==> config.mk <==
export PLATFORM = sky130hd
export DESIGN_NAME = rsz_queue
export DESIGN_NICKNAME = d
export VERILOG_FILES = /design/src/hdl/rsz_pkg.sv /design/src/hdl/rsz_queue.sv
export SDC_FILE = /design/constraint.sdc
export NUM_CORES = 1
export LEC_CHECK = 0
export ABC_AREA = 1
export BUFFER_PORTS_ARGS = -buffer_cell sky130_fd_sc_hd__buf_4
export CORE_MARGIN = 5
export CORE_UTILIZATION = 57
export CTS_CLUSTER_SIZE = 10
export DETAILED_ROUTE_END_ITERATION = 16
export GPL_ROUTABILITY_DRIVEN = 0
export PLACE_DENSITY_LB_ADDON = 0.3
export SETUP_SLACK_MARGIN = 0.5
export SYNTH_ARGS = -nofsm -noshare
export SYNTH_HDL_FRONTEND = slang
export SYNTH_SLANG_ARGS = --single-unit
==> constraint.sdc <==
create_clock -name aclk -period 9.3 [get_ports aclk]
set_input_delay 0.465 -clock aclk [delete_from_list [all_inputs] [get_ports aclk]]
set_output_delay 0.465 -clock aclk [all_outputs]
set_load 0.01 [all_outputs]
==> src/hdl/rsz_pkg.sv <==
// ----------------------------------------------------------------------------
// rsz_pkg
// Shared types and constants for the rolling spread z-score block.
// ----------------------------------------------------------------------------
package rsz_pkg;

    localparam int WINDOW_DEF  = 8;
    localparam int PRICE_W     = 24;
    localparam int SPREAD_W    = 25;
    localparam int SUM_W       = 33;
    localparam int SQSUM_W     = 56;
    localparam int DIFF_W      = 34;
    localparam int DMAG_W      = 33;
    localparam int VAR_W       = 64;
    localparam int ROOT_W      = 32;
    localparam int NUM_W       = DMAG_W + 16;
    localparam int Z_W         = 25;
    localparam int QUEUE_DEPTH = 2;

    // Score limits in Q8.16
    localparam logic [NUM_W-1:0] Z_MAX_POS = NUM_W'(24'hFF_FFFF);
    localparam logic [NUM_W-1:0] Z_MAX_NEG = NUM_W'(25'h100_0000);

    // One item handed from the front to the back
    typedef struct packed {
        logic              full;
        logic              flat;
        logic              neg;
        logic [DMAG_W-1:0] dmag;
        logic [VAR_W-1:0]  var_term;
    } rsz_job_t;

endpackage

==> src/hdl/rsz_queue.sv <==
// ----------------------------------------------------------------------------
// rsz_queue
// Short first-in first-out queue of jobs between the front and back ends.
// ----------------------------------------------------------------------------
module rsz_queue (
    input  logic              aclk,
    input  logic              aresetn,
    input  logic              push,
    input  rsz_pkg::rsz_job_t push_data,
    output logic              full,
    input  logic              pop,
    output logic              not_empty,
    output rsz_pkg::rsz_job_t pop_data
);
    import rsz_pkg::*;

    localparam int PTR_W = $clog2(QUEUE_DEPTH);

    rsz_job_t            entry_reg [QUEUE_DEPTH];
    logic [PTR_W-1:0]    wr_ptr_reg;
    logic [PTR_W-1:0]    rd_ptr_reg;
    logic [PTR_W:0]      count_reg;

    assign full      = (count_reg == (PTR_W + 1)'(QUEUE_DEPTH));
    assign not_empty = (count_reg != '0);
    assign pop_data  = entry_reg[rd_ptr_reg];

    // Store entries
    always_ff @(posedge aclk) begin
        if (push) begin
            entry_reg[wr_ptr_reg] <= push_data;
        end
    end

    // Advance pointers and occupancy
    always_ff @(posedge aclk) begin
        if (!aresetn) begin
            wr_ptr_reg <= '0;
            rd_ptr_reg <= '0;
            count_reg  <= '0;
        end else begin
            if (push) begin
                wr_ptr_reg <= (wr_ptr_reg == PTR_W'(QUEUE_DEPTH - 1)) ? '0 : wr_ptr_reg + 1'b1;
            end
            if (pop) begin
                rd_ptr_reg <= (rd_ptr_reg == PTR_W'(QUEUE_DEPTH - 1)) ? '0 : rd_ptr_reg + 1'b1;
            end
            if (push && !pop) begin
                count_reg <= count_reg + 1'b1;
            end else if (pop && !push) begin
                count_reg <= count_reg - 1'b1;
            end
        end
    end

endmodule

======== After elaboration in Yosys (flattened, before gate mapping) ========
Memory sizes are Yosys's and may differ from the RTL's. A register that Yosys moved wholly into a read port is not among the register bits.
Index checks and enable logic that the tools add are counted.
storage, ports and cells
  register bits ........................... 4
  bits in writable memories ............... 200
  bits of input ports ..................... 104
  output and inout bits ................... 102
  logic and storage cells ................. 23
  memories kept ........................... 1
memories
  memory     words  width  rd ports  clocked after memory_dff  write ports  line             RTL
  entry_reg  2      100    1         1                         1            rsz_queue.sv:19  rsz_job_t entry_reg [QUEUE_DEPTH];
cells by class
  add/sub/neg operators ................... 4
  eq/ne operators ......................... 1
  multiplexer cells ....................... 8
  reductions and logical operators ........ 6
operator list
  operator             number
  $mux 1               6
  $mux 2               2
  $reduce_bool 2->1    2
  $add 1x1->1 const B  2
  $add 2x1->2 const B  1
  $eq 2x2->1 const B   1
  $logic_and 1x1->1    2
  $logic_not 1->1      2
  $sub 2x1->2 const B  1

======== Depth between registers and ports, before layout ========
Gate-level depths: netlist of the first run.
  depth in word-level cells ............... 4
  depth in mapped cells ................... 8

======== Worst setup path after synthesis of the first run ========
OpenSTA, ideal clock, no wires.
  kind .................................... in2reg
  start ................................... input push
  end ..................................... memory entry_reg[0][0] (netlist name), enable pin
  library setup time ...................... 0.562 ns
  arrival time ............................ 4.691 ns
  data required time ...................... 8.738 ns
  slack ................................... 4.047 ns
  stages .................................. 2
  path through ............................ inv_1 nor2_1
on the way
  word-level cells in the longest chain between the ends .. 2
RTL lines
  what                          line             RTL
  start: declaration            rsz_queue.sv:8   input logic push,
  $mux 1                        rsz_queue.sv:30  if (push) begin
  $mux 1 (not written as such)  rsz_queue.sv:31  entry_reg[wr_ptr_reg] <= push_data;
  end: declaration              rsz_queue.sv:19
No other way between the ends.

==> results of run 1 <==
-- critical path, cell delays in order (launching register included) --
cell and delay (ns):
dfxtp_4 0.82, buf_4 0.97, mux2_4 0.37, buf_4 0.15
-- through the flow --
stage / util, % / power, uW
3_5_place_dp: 69.3 / 1350
4_1_cts: 74.1 / 2150
3_3_place_gp: 69.3 / 1350
2_1_floorplan: - / 1250
5_1_grt: 74.1 / 2210
6_report: 74.1 / 2130
-- layer usage --
metal	routed length, um	track usage, %
met3	1370	4.92
met2	7380	29.4
met5	0	0
met1	5430	21.4
met4	217	4.37
-- worst paths after layout --
| path | from | to | slack (ns) | depth (start not counted) |
|---|---|---|---|---|
| worst min register to register | rd_ptr_reg | register | 0.51 | 2 |
| worst max-delay path | register | pop_data[42] | 5.95 | 3 |
| worst max register to register | wr_ptr_reg | entry_reg[1][23] | 7.20 | 3 |
| worst min-delay path | push_data[46] | entry_reg[1][46] | 0.16 | 1 |
-- cells in the mapped netlist, drive strengths merged --
library cell	count
nor2	8
buf	11
a21oi	1
mux2	100
o21ai	1
edfxtp	200
ha	1
inv	8
dfxtp	5
nand3	1
nand4	1
nand2	9
-- cells by family (layout without fill, tap and decap cells) --
| logic type | Yosys count | in the layout | synth area share, % |
|---|---|---|---|
| fa+ha+maj | 1 | 1 | 0.157 |
| buf+inv | 19 | 253 | 3.04 |
| flops | 205 | 205 | 76.8 |
| mux | 100 | 100 | 18.9 |
| compound gates | 2 | 2 | 0.126 |
| simple gates | 19 | 19 | 0.945 |
-- report_power, final --
| group | switching [uW] | internal [uW] |
|---|---|---|
| sequential | 19.2 | 1070 |
| combinational | 102 | 141 |
| clock | 309 | 484 |
-- area by class of cell --
cell class	instances	area [sq um]	area share, %
tap	180	225	2.21
inverter	8	32.5	0.319
clock buffer	34	659	6.46
multi-input combinational	122	1610	15.7
clock inverter	2	8.76	0.0858
timing repair buffer	209	1570	15.4
sequential	205	6110	59.8
==> flow_summary_export.csv, run 1 <==
group,metric,value,unit
route,wirelength,14400,um
route,wire_per_inst,18.9,um
timing,tightest_slew,1.17,ns
clock_network,cts_buffer_depth,3,
synth,syn-num-nets,451,
timing,hold_slack,0.159,ns
grt,antenna_found_initial,0,
synth,synth_area_leaders,"edfxtp_1 76%, mux2_4 19%, buf_12 2.5%, dfxtp_1 1.3%, nand2_1 0.43%",
clock_network,cts_tree,"done",
die,rows,43,
synth,synth_area,7950,sq um
worst_setup_path,cp-end-kind,"output port",
clock_network,cts.htree.levels,1,
grt,grt_overflow,0,
finish,final_cell_mix,"209 x buf_4, 200 x edfxtp_1, 100 x mux2_4",
grt,grt_pass1_vias,4133,
route,drtPass1Iterations,5,
status,status,"completed",
synth,syn_inst,346,
worst_setup_path,setup.worst_path.start_class,"register",
flow_run,cap_violations,0,
die,start_util,57.7,%
timing,relSlewSlack,22.2,%
clock_network,cts_buffers,24,
synth,yosys_warnings,0,
die,core_area,13800,sq um
power,ir_drop,166,uV
timing,finalCritPeriodShare,36.0,%
grt,grt_pass1_wl,21600,um
timing,finalSetupViolations,0,
power,leakage,0.00410,uW
timing,max_freq,0.299,GHz
finish,area_growth_syn_to_layout,28.5,%
worst_setup_path,path_max_fanout,63,
worst_setup_path,arrival,2.88,ns
timing,setup_tns,0,ns
synth,avgSynthCellArea,23.0,sq um
clock_network,clockRootBuffer,"clkbuf_16",
placed_design,pre_cts_ws,6.45,ns
die,dieHeight,128,um
worst_setup_path,cp.required,8.84,ns
synth,seq_area_frac_synth,76.8,%
placed_design,dpl_cell_area,9540,sq um
clock_network,clock_sinks,205,
clock_network,cts_hold_buf,0,
route,num_vias,3873,
finish,fin_area,10200,sq um
finish,layout_commonest_cell,"buf_4",
finish,layout.nets,675,
clock_network,post_cts_resized,0,
synth,yosys.cell_types.count,13,
timing,rsz0062_at_grt,"no",
grt,grt_use_total,17.1,%
finish,fillCellCount,847,
route,viasPerCell,5.10,
die,ios,206,
synth,synth_top_area_share,75.6,%
finish,num_antenna_cells,0,
route,drt_iter0_drc,303,
finish,drive_gt1_share,58.3,%
synth,ys_seq_elements,205,
placed_design,port_buffers,205,
grt,grt_max_degree,64,
timing,finalMaxSlewViolations,0,
clock_network,path_clk_slew,0.05,ns
route,drtAntennaViolNets,0,
hold_path,min_path_type,"in2reg",
power,pwr_density_cell,208,nW/um^2
route,drc,0,
timing,clock_skew,0.00911,ns
timing,hold_violations,0,
placed_design,place_inst,724,
die,die_x,128,um
finish,final_cell_count_no_fill,760,
clock_network,insertion_delay,0.49,ns
placed_design,dp_hpwl,9600,um
worst_setup_path,criticalPathCategory,"reg2out",
synth,synth_top_area_cell,"edfxtp_1",
die,die-area,16400,sq um
clock_network,post-cts-setup-buffers,0,
finish,largest_register_ff_count,200,
timing,period_minus_slack,3.35,ns
timing,setup_ws,5.95,ns
No activity file was read; power rests on OpenSTA's default activity.
==> run 2: changes to the inputs <==
- ABC_AREA: 1 -> 0
- CORE_UTILIZATION: 57 -> 47
- clock period: 9.3 -> 3 ns (I/O delays scaled with it)
==> run 2 against run 1 <==
Worst setup slack got worse by 5.3 ns. Worst hold slack got worse by 0.14 ns. Synthesized cell count is 3.8% lower. Register-to-register slack lost 5.9 ns. Clock power rose to 3.1 times the previous value. Via count increased by 9.0%. Count of clock-buffer cells in the layout unchanged. Combinational power grew to 3.5 times the previous value. Flip-flop and latch count is the same. Final cell count increased by 16%. Final area is 6.9% higher.
==> flow_summary_export.csv, run 2 <==
group,metric,value,unit
clock_network,cts_tree,"done",
synth,synth.most_common_cell,"edfxtp_1",
synth,synth_top_area_cell,"edfxtp_1",
grt,grt_max_degree,65,
flow_run,cap_violations,0,
finish,largest_register_ff_count,200,
clock_network,post_cts_resized,0,
die,die_x,136,um
synth,yosys_warnings,0,
die,ios,206,
route,drt_iter0_drc,197,
power,pwr_density_cell,615,nW/um^2
hold_path,holdPathStages,3,
route,wire_per_inst,17.9,um
timing,setup_ws,0.703,ns
clock_network,post-cts-setup-buffers,0,
grt,grt_overflow,0,
synth,ys_seq_elements,205,
finish,num_antenna_cells,0,
finish,area_growth_syn_to_layout,46.1,%
clock_network,cts.htree.levels,1,
grt,grt_use_total,16.5,%
finish,final_cell_mix,"207 x buf_4, 200 x edfxtp_1, 102 x dlygate4sd3_1",
route,drc,0,
synth,seq_area_frac_synth,81.7,%
finish,layout_commonest_cell,"buf_4",
route,viasPerCell,4.78,
hold_path,whs_endpoint,"wr_ptr_reg",
timing,relSlewSlack,51.6,%
clock_network,cts_buffer_depth,3,
clock_network,cts_hold_buf,102,
worst_setup_path,reg2reg_slack,1.28,ns
synth,synth_area,7470,sq um
route,drtPass1Iterations,4,
timing,hold_slack,0.0174,ns
worst_setup_path,cp.required,2.85,ns
die,rows,46,
worst_setup_path,arrival,2.15,ns
finish,layout.nets,764,
timing,clock_skew,0.00958,ns
die,die-area,18500,sq um
synth,synth_area_leaders,"edfxtp_1 80%, mux2_2 15%, buf_6 1.5%, dfxtp_1 1.3%, and2_1 0.33%",
synth,syn-num-nets,438,
die,start_util,47.4,%
die,core_area,15800,sq um
worst_setup_path,path_max_fanout,64,
timing,finalCritPeriodShare,76.6,%
placed_design,port_buffers,205,
timing,hold_violations,0,
timing,finalSetupViolations,0,
power,ir_drop,461,uV
placed_design,dp_hpwl,9590,um
synth,synth_top_area_share,80.4,%
finish,fillCellCount,1009,
synth,yosys.cell_types.count,17,
clock_network,insertion_delay,0.49,ns
synth,avgSynthCellArea,22.4,sq um
worst_setup_path,r2r_cells,2,
placed_design,pre_cts_ws,1.20,ns
finish,utilization,69.2,%
synth,syn_inst,333,
finish,drive_gt1_share,50.9,%
status,status,"completed",
grt,grt_pass1_wl,24000,um
power,leakage,0.00412,uW
route,drtAntennaViolNets,0,
route,wirelength,15800,um
grt,grt_pass1_vias,4769,
hold_path,hold_path.startpoint,"push",
worst_setup_path,setup.worst_path.start_class,"register",
timing,setup_tns,0,ns
timing,period_minus_slack,2.30,ns
power,power,6710,uW
route,num_vias,4223,
clock_network,cts_buffers,24,
timing,tightest_slew,0.726,ns
worst_setup_path,criticalPathCategory,"reg2out",
hold_path,min_path_type,"in2reg",
worst_setup_path,timing.rr.end,"entry_reg[1][12]",
clock_network,clockRootBuffer,"clkbuf_16",
timing,rsz0062_at_grt,"no",
timing,finalMaxSlewViolations,0,
timing,max_freq,0.435,GHz
synth,ys.flop_type,"edfxtp_1",
clock_network,path_clk_slew,0.05,ns
synth,synth_edf_count,200,
die,dieHeight,136,um
synth,synthTopCellsByCount,"200 x edfxtp_1, 100 x mux2_2, 10 x buf_6, 5 x dfxtp_1, 4 x and2_1",
clock_network,clock_sinks,205,
synth,synthArstFlopShare,0,%
worst_setup_path,worstReg2RegStart,"wr_ptr_reg",
grt,antenna_found_initial,0,
worst_setup_path,cp-end-kind,"output port",
-- run 2: cell count changes after synthesis, moves of 2 or more --
cell and change:
and2_1 +4, buf_12 -10, buf_6 +9, inv_1 -7
mux2_2 +100, mux2_4 -100, nand2_1 -9, nor2_1 -8
nor2b_1 +2, xor2_1 +2
-- run 2: how the worst max path moves through the flow --
stage | from | to | slack, ns | depth (start not counted)
floorplan | wr_ptr_reg | entry_reg[0][0] | 0.76 | 1
global placement | register | pop_data[35] | 1.22 | 3
detailed placement | register | pop_data[34] | 1.20 | 3
CTS | register | pop_data[34] | 0.66 | 3
global route | register | pop_data[42] | 0.60 | 3
finish | register | pop_data[73] | 0.70 | 3
-- run 2: through the flow --
| step | instance area, sq um | std cells |
|---|---|---|
| finish | 10900 | 884 |
| global route | 10900 | 884 |
| CTS | 10900 | 884 |
| detailed placement | 9230 | 747 |
| global placement | 9230 | 747 |
| floorplan | 7480 | 333 |
-- run 2: area by class of cell --
type	instances	area (sq um)	area share, %
Clock buffer	34	659	6.04
Clock inverter	1	7.51	0.0688
Inverter	1	3.75	0.0344
Multi-Input combinational cell	116	1250	11.5
Sequential cell	205	6110	56.0
Tap cell	216	270	2.48
Timing Repair Buffer	311	2620	23.9
-- run 2: report_power, final --
group          internal (uW)  switching (uW)
sequential              3310            54.3
combinational            501             358
clock                   1500             984
-- run 2: per-layer routing --
| layer | global-route usage [%] | up-vias | wire length (um) |
|---|---|---|---|
| met5 | 0 | - | 0 |
| met4 | 4.14 | 0 | 248 |
| met3 | 5.55 | 27 | 1350 |
| met2 | 29.3 | 158 | 8210 |
| met1 | 19.5 | 2075 | 6020 |
| li1 | - | 1963 | - |
-- run 2: logic make-up after synthesis --
logic type | Yosys count | synth area share, %
XOR/XNOR | 3 | 0.352
multiplexers | 100 | 15.1
AO/OA/AOI/OAI | 3 | 0.268
flip-flops | 205 | 81.7
buffers and inverters | 12 | 1.66
AND/OR/NAND/NOR | 9 | 0.787
adder cells (fa/ha/maj) | 1 | 0.167
-- run 2: worst max-delay path: stages, from the launching register on --
cell and delay (ns):
dfxtp_4 0.67, buf_12 0.35, mux2_2 0.39, buf_4 0.15
