## config.mk

```make
export PLATFORM = sky130hd
export DESIGN_NAME = rsz_back
export DESIGN_NICKNAME = d
export VERILOG_FILES = /design/src/hdl/rsz_pkg.sv /design/src/hdl/rsz_back.sv
export SDC_FILE = /design/constraint.sdc
export NUM_CORES = 1
export LEC_CHECK = 0
export BUFFER_PORTS_ARGS = -buffer_cell sky130_fd_sc_hd__buf_4
export CORE_ASPECT_RATIO = 0.5
export CORE_MARGIN = 2
export CORE_UTILIZATION = 30
export DETAILED_ROUTE_END_ITERATION = 6
export SLEW_MARGIN = 25
export SYNTH_ARGS = -nofsm -noshare
export SYNTH_HDL_FRONTEND = slang
export SYNTH_SLANG_ARGS = --single-unit
```

## constraint.sdc

```tcl
create_clock -name aclk -period 7.73 [get_ports aclk]
set_input_delay 1.1595 -clock aclk [delete_from_list [all_inputs] [get_ports aclk]]
set_output_delay 1.1595 -clock aclk [all_outputs]
set_load 0.01 [all_outputs]
```

## src/hdl/rsz_pkg.sv

```systemverilog
// ----------------------------------------------------------------------------
// rsz_pkg
// Shared types and constants for the rolling spread z-score block.
// ----------------------------------------------------------------------------
package rsz_pkg;

    localparam int WINDOW_DEF  = 8;
    localparam int PRICE_W     = 24;
    localparam int SPREAD_W    = 25;
    localparam int SUM_W       = 33;
    localparam int SQSUM_W     = 56;
    localparam int DIFF_W      = 34;
    localparam int DMAG_W      = 33;
    localparam int VAR_W       = 64;
    localparam int ROOT_W      = 32;
    localparam int NUM_W       = DMAG_W + 16;
    localparam int Z_W         = 25;
    localparam int QUEUE_DEPTH = 2;

    // Score limits in Q8.16
    localparam logic [NUM_W-1:0] Z_MAX_POS = NUM_W'(24'hFF_FFFF);
    localparam logic [NUM_W-1:0] Z_MAX_NEG = NUM_W'(25'h100_0000);

    // One item handed from the front to the back
    typedef struct packed {
        logic              full;
        logic              flat;
        logic              neg;
        logic [DMAG_W-1:0] dmag;
        logic [VAR_W-1:0]  var_term;
    } rsz_job_t;

endpackage

```

## src/hdl/rsz_back.sv

```systemverilog
// ----------------------------------------------------------------------------
// rsz_back
// Scores one job at a time: digit-by-digit square root of the variance
// term, restoring division of the scaled deviation, then saturation.
// ----------------------------------------------------------------------------
module rsz_back (
    input  logic                         aclk,
    input  logic                         aresetn,
    input  logic                         q_not_empty,
    input  rsz_pkg::rsz_job_t            q_data,
    output logic                         q_pop,
    output logic                         m_valid,
    input  logic                         m_ready,
    output logic signed [rsz_pkg::Z_W-1:0] m_z_score,
    output logic                         m_z_valid,
    output logic                         m_flat_window,
    output logic                         m_saturated
);
    import rsz_pkg::*;

    typedef enum logic [4:0] {
        B_IDLE = 5'b00001,
        B_SQRT = 5'b00010,
        B_DIV  = 5'b00100,
        B_FIN  = 5'b01000,
        B_OUT  = 5'b10000
    } bstate_t;

    bstate_t state_reg, state_next;

    logic              neg_reg;
    logic [DMAG_W-1:0] dmag_reg;
    logic [VAR_W-1:0]  rad_reg;
    logic [33:0]       rem_reg;
    logic [ROOT_W-1:0] root_reg;
    logic [NUM_W-1:0]  num_reg;
    logic [ROOT_W-1:0] drem_reg;
    logic [NUM_W-1:0]  quo_reg;
    logic [5:0]        cnt_reg;

    logic signed [Z_W-1:0] z_reg;
    logic                  zv_reg;
    logic                  flat_reg;
    logic                  sat_reg;

    logic [35:0]       sq_trial;
    logic [35:0]       sq_sub;
    logic              sq_take;
    logic [ROOT_W:0]   dv_trial;
    logic              dv_take;

    assign m_valid       = (state_reg == B_OUT);
    assign m_z_score     = z_reg;
    assign m_z_valid     = zv_reg;
    assign m_flat_window = flat_reg;
    assign m_saturated   = sat_reg;
    assign q_pop         = (state_reg == B_IDLE) && q_not_empty;

    // One root digit and one quotient bit per cycle
    always_comb begin
        sq_trial = {rem_reg, rad_reg[VAR_W-1 -: 2]};
        sq_sub   = {2'b00, root_reg, 2'b01};
        sq_take  = (sq_trial >= sq_sub);
        dv_trial = {drem_reg, num_reg[NUM_W-1]};
        dv_take  = (dv_trial >= {1'b0, root_reg});
    end

    always_comb begin
        state_next = state_reg;
        unique case (state_reg)
            B_IDLE: begin
                if (q_not_empty) begin
                    state_next = (q_data.full && !q_data.flat) ? B_SQRT : B_OUT;
                end
            end
            B_SQRT: if (cnt_reg == '0) state_next = B_DIV;
            B_DIV:  if (cnt_reg == '0) state_next = B_FIN;
            B_FIN:  state_next = B_OUT;
            B_OUT:  if (m_ready) state_next = B_IDLE;
            default: state_next = B_IDLE;
        endcase
    end

    // Datapath
    always_ff @(posedge aclk) begin
        unique case (state_reg)
            B_IDLE: begin
                neg_reg  <= q_data.neg;
                dmag_reg <= q_data.dmag;
                rad_reg  <= q_data.var_term;
                rem_reg  <= '0;
                root_reg <= '0;
                cnt_reg  <= 6'(ROOT_W - 1);
                z_reg    <= '0;
                zv_reg   <= q_data.full;
                flat_reg <= q_data.full && q_data.flat;
                sat_reg  <= 1'b0;
            end
            B_SQRT: begin
                rad_reg <= rad_reg << 2;
                if (sq_take) begin
                    rem_reg  <= 34'(sq_trial - sq_sub);
                    root_reg <= {root_reg[ROOT_W-2:0], 1'b1};
                end else begin
                    rem_reg  <= 34'(sq_trial);
                    root_reg <= {root_reg[ROOT_W-2:0], 1'b0};
                end
                if (cnt_reg == '0) begin
                    num_reg  <= {dmag_reg, 16'b0};
                    drem_reg <= '0;
                    quo_reg  <= '0;
                    cnt_reg  <= 6'(NUM_W - 1);
                end else begin
                    cnt_reg <= cnt_reg - 1'b1;
                end
            end
            B_DIV: begin
                num_reg <= num_reg << 1;
                quo_reg <= {quo_reg[NUM_W-2:0], dv_take};
                if (dv_take) begin
                    drem_reg <= ROOT_W'(dv_trial - {1'b0, root_reg});
                end else begin
                    drem_reg <= ROOT_W'(dv_trial);
                end
                cnt_reg <= cnt_reg - 1'b1;
            end
            B_FIN: begin
                // Clip to the Q8.16 range
                if (neg_reg) begin
                    if (quo_reg > Z_MAX_NEG) begin
                        z_reg   <= -Z_W'(Z_MAX_NEG);
                        sat_reg <= 1'b1;
                    end else begin
                        z_reg <= -Z_W'(quo_reg);
                    end
                end else begin
                    if (quo_reg > Z_MAX_POS) begin
                        z_reg   <= Z_W'(Z_MAX_POS);
                        sat_reg <= 1'b1;
                    end else begin
                        z_reg <= Z_W'(quo_reg);
                    end
                end
            end
            B_OUT: begin
            end
            default: begin
            end
        endcase
    end

    always_ff @(posedge aclk) begin
        if (!aresetn) begin
            state_reg <= B_IDLE;
        end else begin
            state_reg <= state_next;
        end
    end

endmodule

```

**Word-level counts from Yosys, hierarchy flattened**

Cells that the tools add are included.

- Reductions and logical operators: 12
- Add/sub/neg operators: 4
- Mux-type cells: 28
- $lt $le $gt $ge: 4
- Equal/unequal tests: 11

Operators with widths:

| cell | number |
|---|---|
| 49-bit case mux with 2 select lines | 2 |
| 32-bit case mux with 2 select lines | 2 |
| 64-bit case mux with 2 select lines | 1 |
| 49-bit 2-to-1 mux | 2 |
| 25-bit 2-to-1 mux | 3 |
| 34-bit case mux with 2 select lines | 1 |
| 32-bit 2-to-1 mux | 2 |
| 25-bit case mux with 2 select lines | 1 |
| 49-bit by 24-bit greater-than comparator with 1-bit output (second input constant) | 1 |
| 49-bit by 25-bit greater-than comparator with 1-bit output (second input constant) | 1 |
| 36-bit by 34-bit greater-or-equal comparator with 1-bit output | 1 |
| 34-bit 2-to-1 mux | 1 |
| 34-bit subtractor | 1 |
| 33-bit by 32-bit greater-or-equal comparator with 1-bit output | 1 |
| 32-bit subtractor | 1 |
| 5-bit 2-to-1 mux | 5 |
| 25-bit negator | 1 |
| 5-bit case mux with 5 select lines | 1 |
| 6-bit case mux with 3 select lines | 1 |
| 6-bit zero test | 1 |
| 6-bit 2-to-1 mux | 1 |
| 2-bit != test (second input constant) | 3 |
| 3-bit != test (second input constant) | 2 |
| 2-bit nonzero test | 3 |
| other kinds (15) | 20 |

- Register bits: 333
- Logic and storage cells: 73
- Output and inout bits: 30
- Bits of input ports: 104

**Logic depth before layout (Yosys ltp)**

- Depth in word-level cells: 5
- Depth in mapped cells: 15
- Mapped depth without buffers: 13

**Worst setup path before layout**

No wires, ideal clock.

- Kind: register -> register
- Start: register state_reg[4]
- End: register drem_reg[0], enable pin
- Slack: 0.890 ns
- Path buffers: 2
- Data required time: 7.142 ns
- Cell stages (with the launch flop): 7
- Arrival: 6.252 ns
- Cells stage by stage: dfxtp_1 -> or3_1 -> nor3b_1 -> clkbuf_1 -> clkbuf_1 -> nor2_1 -> nor2_1

- Cells in the longest elaborated chain, start to end: 3
- Elaborated cells on any way between the ends: 5
- Those cells by class: eq/ne: 3; reduce/logical: 2

Ends and longest elaborated chain:

| element | RTL line | RTL |
|---|---|---|
| start: declaration | rsz_back.sv:29 | `bstate_t state_reg, state_next;` |
| start signal: assignment | rsz_back.sv:156 | `state_reg <= state_next;` |
| 5-bit by 2-bit equality test with 1-bit output / 5-bit by 3-bit equality test with 1-bit output (equally long branches) | rsz_back.sv:86 | `unique case (state_reg)` |
| 2-bit != test (no line) / 2-bit nonzero test (equally long branches) | -- |  |
| 2-bit AND reduction (no line) (*) | -- |  |
| end signal: assignment | rsz_back.sv:121 | `drem_reg <= ROOT_W'(dv_trial - {1'b0, root_reg});` |
| end signal: assignment | rsz_back.sv:123 | `drem_reg <= ROOT_W'(dv_trial);` |
| end: declaration | rsz_back.sv:37 | `logic [ROOT_W-1:0] drem_reg;` |

Mark *: on every way between the ends. The rest lies on a longest branch, timed or not.
A chain may end at the register's enable or synchronous reset.

**Final worst setup path**

- Start: register root_reg[1]
- End: register rem_reg[10] (data pin)

- Cells in the longest elaborated chain, start to end: 3
- Elaborated cells on any way between the ends: 4
- Those cells by class: add/sub: 1; order compare: 1; mux: 2

Ends and longest elaborated chain:

| element | RTL line | RTL |
|---|---|---|
| start: declaration | rsz_back.sv:35 | `logic [ROOT_W-1:0] root_reg;` |
| start signal: assignment | rsz_back.sv:103 | `root_reg <= {root_reg[ROOT_W-2:0], 1'b1};` |
| start signal: assignment | rsz_back.sv:106 | `root_reg <= {root_reg[ROOT_W-2:0], 1'b0};` |
| 34-bit subtractor / 36-bit by 34-bit greater-or-equal comparator with 1-bit output (equally long branches) | rsz_back.sv:102, rsz_back.sv:63 |  |
| 34-bit 2-to-1 mux (*) | rsz_back.sv:101 | `if (sq_take) begin` |
| 34-bit case mux with 2 select lines (*) | rsz_back.sv:86 |  |
| end signal: assignment | rsz_back.sv:102 | `rem_reg <= 34'(sq_trial - sq_sub);` |
| end signal: assignment | rsz_back.sv:105 | `rem_reg <= 34'(sq_trial);` |
| end: declaration | rsz_back.sv:34 | `logic [33:0] rem_reg;` |

Marked as above.

==> results.md <==
- Outcome: finished clean
- Post_cts resized: 0
- Layout area overhead: 17.0%
- Sw frac: 0.325
- Gate Count Post-Synth: 1,650
- Clock power frac: 0.282
- GRT Total Usage: 0.130
- Hold Vio Cnt, Final: 0
- Setup TNS: 0 ns
- CTS tree: built
- Mean Syn Cell Area: 10.3 um2
- Post-synthesis instance area: between 15,000 and 20,000 um2
- Tightest Pin Transition: 0.967 ns
- Max transition margin: 0.355
- Vias in the first global route: 11,500
- Reg2reg path depth: 13
- RSZ-0062 raised after global routing: false
- Initial antenna violation count: 0
- Vias per cell: 4.82
- Cells along the critical path: inv_1, ha_1, nand3_1, a21oi_1, o311ai_1, a31oi_1, a311o_1, a31o_2, o31a_1, a2bb2oi_4, buf_4, mux2i_1, nor2_1
- # clock sinks: between 300 and 400
- Number of synthesized flops with an enable pin: 312
- Hold buffer count at CTS: 0
- Final Critical Period: 4.03 ns
- Yosys reg bits: 317
- Data arrival time of the critical path: about 4.3 ns
- # nets final: 1,933
- Initial Util: 0.305
- Switching pwr: 1.88 mW
- Clk slew on worst S/H paths: 0.06 ns
- Sequential share of the synthesized area: 0.558
- Slew Limit Fails: 0
- Crit-path max FO: 22
- Final WL: 38,700 um
- Via count: 12,200
- CP bufs+invs: 2
- Setup bufs post-CTS: 0
- Worst Path Required: approximately 8 ns
- Worst path max stage delay: 0.63 ns
- Number of distinct library cells after synthesis: 63
- Final critical-path share of the clock period: 0.521
- First-pass GRT wire length: 62,200 um
- Post-route ant nets: 0
- Final setup viols: 0
- PortBufs: 133
- Seq pwr share: 0.395
- ANT cells: 0
- Die footprint: between 50,000 and 60,000 um2
- Max Cap Viol: 0
- Fmax: 0.248 GHz
- DP Wirelength: 25,800 um
- Wirelength per Cell: 15.3 um
- Die Wd: 340 um
- Routability cong.: 0.835
- Main synth FF type: edfxtp_1
- Synth Warn #: 0
- Clock skew: 0.0216 ns
- R2r endpoint: rem_reg[10]$_SDFFCE_PN0P_
- Int Pwr: between 3 and 4 mW
- Critical path capture point type: flip-flop
- Placed cell count: 2,479
- Grt total ovfl: 0
- CP Launch Type: flip-flop
- Tightest Hold Check Type: reg -> reg
- Worst-Skew Late Latency: around 0.53 ns
- Core outline area: ~56,000 um2
- Worst VDD drop: 144 uV
- Largest net degree at the start of global routing: 92
- Commonest non-fill, non-tap cell in the layout: nand2_1
- Critical-path top delay cell: a2bb2oi_4
- Num CTS Buffers: 34
- Hold worst-path end: num_reg[20]$_DFFE_PP_
- DRT iter0 DRCs: 927
- Site row count: approximately 60
- Drt pass-1 iters: 5
- PD cells: 291 nW/um2
- Max reg flops: 64
- Flop-to-flop setup slack: 3.70 ns
- Root Driver: clkbuf_16
- Ys async rst share: 0
- CTS Buffer Depth: 3
- H-tree levels: 2
- Critical path class: reg -> reg
- IO Pins: 134
- Most frequent cells in the layout: nand2_1 (359), edfxtp_1 (312), nor2_1 (165)
- Critical R2R Launch: root_reg[1]$_SDFFCE_PN0P_
- Share of layout cells above drive strength 1: 0.120
- Syn nets: between 1,500 and 2,000
- Hold_sp: num_reg[19]$_DFFE_PP_
- P_leak: 7.95 nW
- Drt drc: 0
- Die Ht: 172 um
- Crit-path leading delay family: compound AO/OA/AOI/OAI gates
- Combinational share of power: 0.323
- Cell Count, Final, Fillers Out: 2,537
- Hold depth: 2
worst max-delay path by stage:
stage                                      to  cells past startpoint                 startpoint  slack, ns
floorplan           drem_reg[0]$_SDFFCE_PN0P_                      6  state_reg[4]$_SDFFE_PN0P_       0.89
global placement    rem_reg[18]$_SDFFCE_PN0P_                     13  root_reg[1]$_SDFFCE_PN0P_       3.86
detailed placement  rem_reg[25]$_SDFFCE_PN0P_                     13  root_reg[1]$_SDFFCE_PN0P_       3.69
CTS                 rem_reg[25]$_SDFFCE_PN0P_                     13  root_reg[1]$_SDFFCE_PN0P_       3.70
global route        rem_reg[18]$_SDFFCE_PN0P_                     13  root_reg[1]$_SDFFCE_PN0P_       3.39
finish              rem_reg[10]$_SDFFCE_PN0P_                     13  root_reg[1]$_SDFFCE_PN0P_       3.70
area by class of cell:
cell class | instances | area, um2
clock buffer | 46 | 957
clock inverter | 12 | 116
fill | 5647 | 35900
inverter | 67 | 251
multi-input combinational | 1193 | 7020
sequential | 317 | 9470
tap | 756 | 946
timing repair buffer | 146 | 1100
worst reg2reg max path, stage by stage, from the launching register on:
cell and delay [ns]:
edfxtp_1 0.37, inv_1 0.10, ha_1 0.38, nand3_1 0.10, a21oi_1 0.19, o311ai_1 0.13, a31oi_1 0.35, a311o_1 0.30
a31o_2 0.23, o31a_1 0.21, a2bb2oi_4 0.63, buf_4 0.44, mux2i_1 0.25, nor2_1 0.06
through the flow:
step	setup slack [ns]	hold WS [ns]	util	cell area (um2)	total power, mW
after floorplan	0.890	0.484	-	17000	3.72
after global placement	3.86	0.488	0.337	18800	4.18
after detailed placement	3.69	0.495	0.337	18800	4.19
after CTS	3.70	0.510	0.356	19900	5.84
after global routing	3.39	0.527	0.356	19900	6.15
final	3.70	0.507	0.356	19900	5.79
routing by layer:
| metal | up-vias | part of all wire | global-route usage |
|---|---|---|---|
| li1 | 6082 | - | - |
| met1 | 5840 | 0.49 | 0.192 |
| met2 | 259 | 0.44 | 0.200 |
| met3 | 53 | 0.046 | 0.0222 |
| met4 | 0 | 0.017 | 0.0312 |
| met5 | - | 0 | 0 |
synthesized netlist by cell type, drive strengths merged, types with 22 or more instances:
cell type | instances | area (um2)
clkbuf | 59 | 221
a21oi | 85 | 429
nand2 | 360 | 1350
o21ai | 55 | 275
ha | 69 | 863
nor3 | 31 | 171
xor2 | 22 | 193
xnor2 | 38 | 333
a21o | 43 | 323
inv | 67 | 251
edfxtp | 312 | 9370
and2 | 48 | 300
nor2 | 167 | 634
mux2i | 52 | 521
kinds of logic after synthesis:
group / share of synthesized area
and+or+nand+nor: 0.189
DFF: 0.558
AOI/OAI and AO/OA: 0.108
buffers and inverters: 0.0315
adders and majority gates: 0.0520
xor gates and xnor gates: 0.0310
muxes: 0.0307
power groups by stage:
| stage | Combinational [mW] | Sequential, mW | Clock [mW] |
|---|---|---|---|
| final | 1.87 | 2.29 | 1.63 |
| after global routing | 2.10 | 2.31 | 1.74 |
| after CTS | 1.88 | 2.29 | 1.68 |
| after detailed placement | 1.87 | 2.32 | 0 |
| after global placement | 1.87 | 2.32 | 0 |
| after floorplan | 1.38 | 2.34 | 0 |
Note: power is estimated with default switching activity, not from simulation.
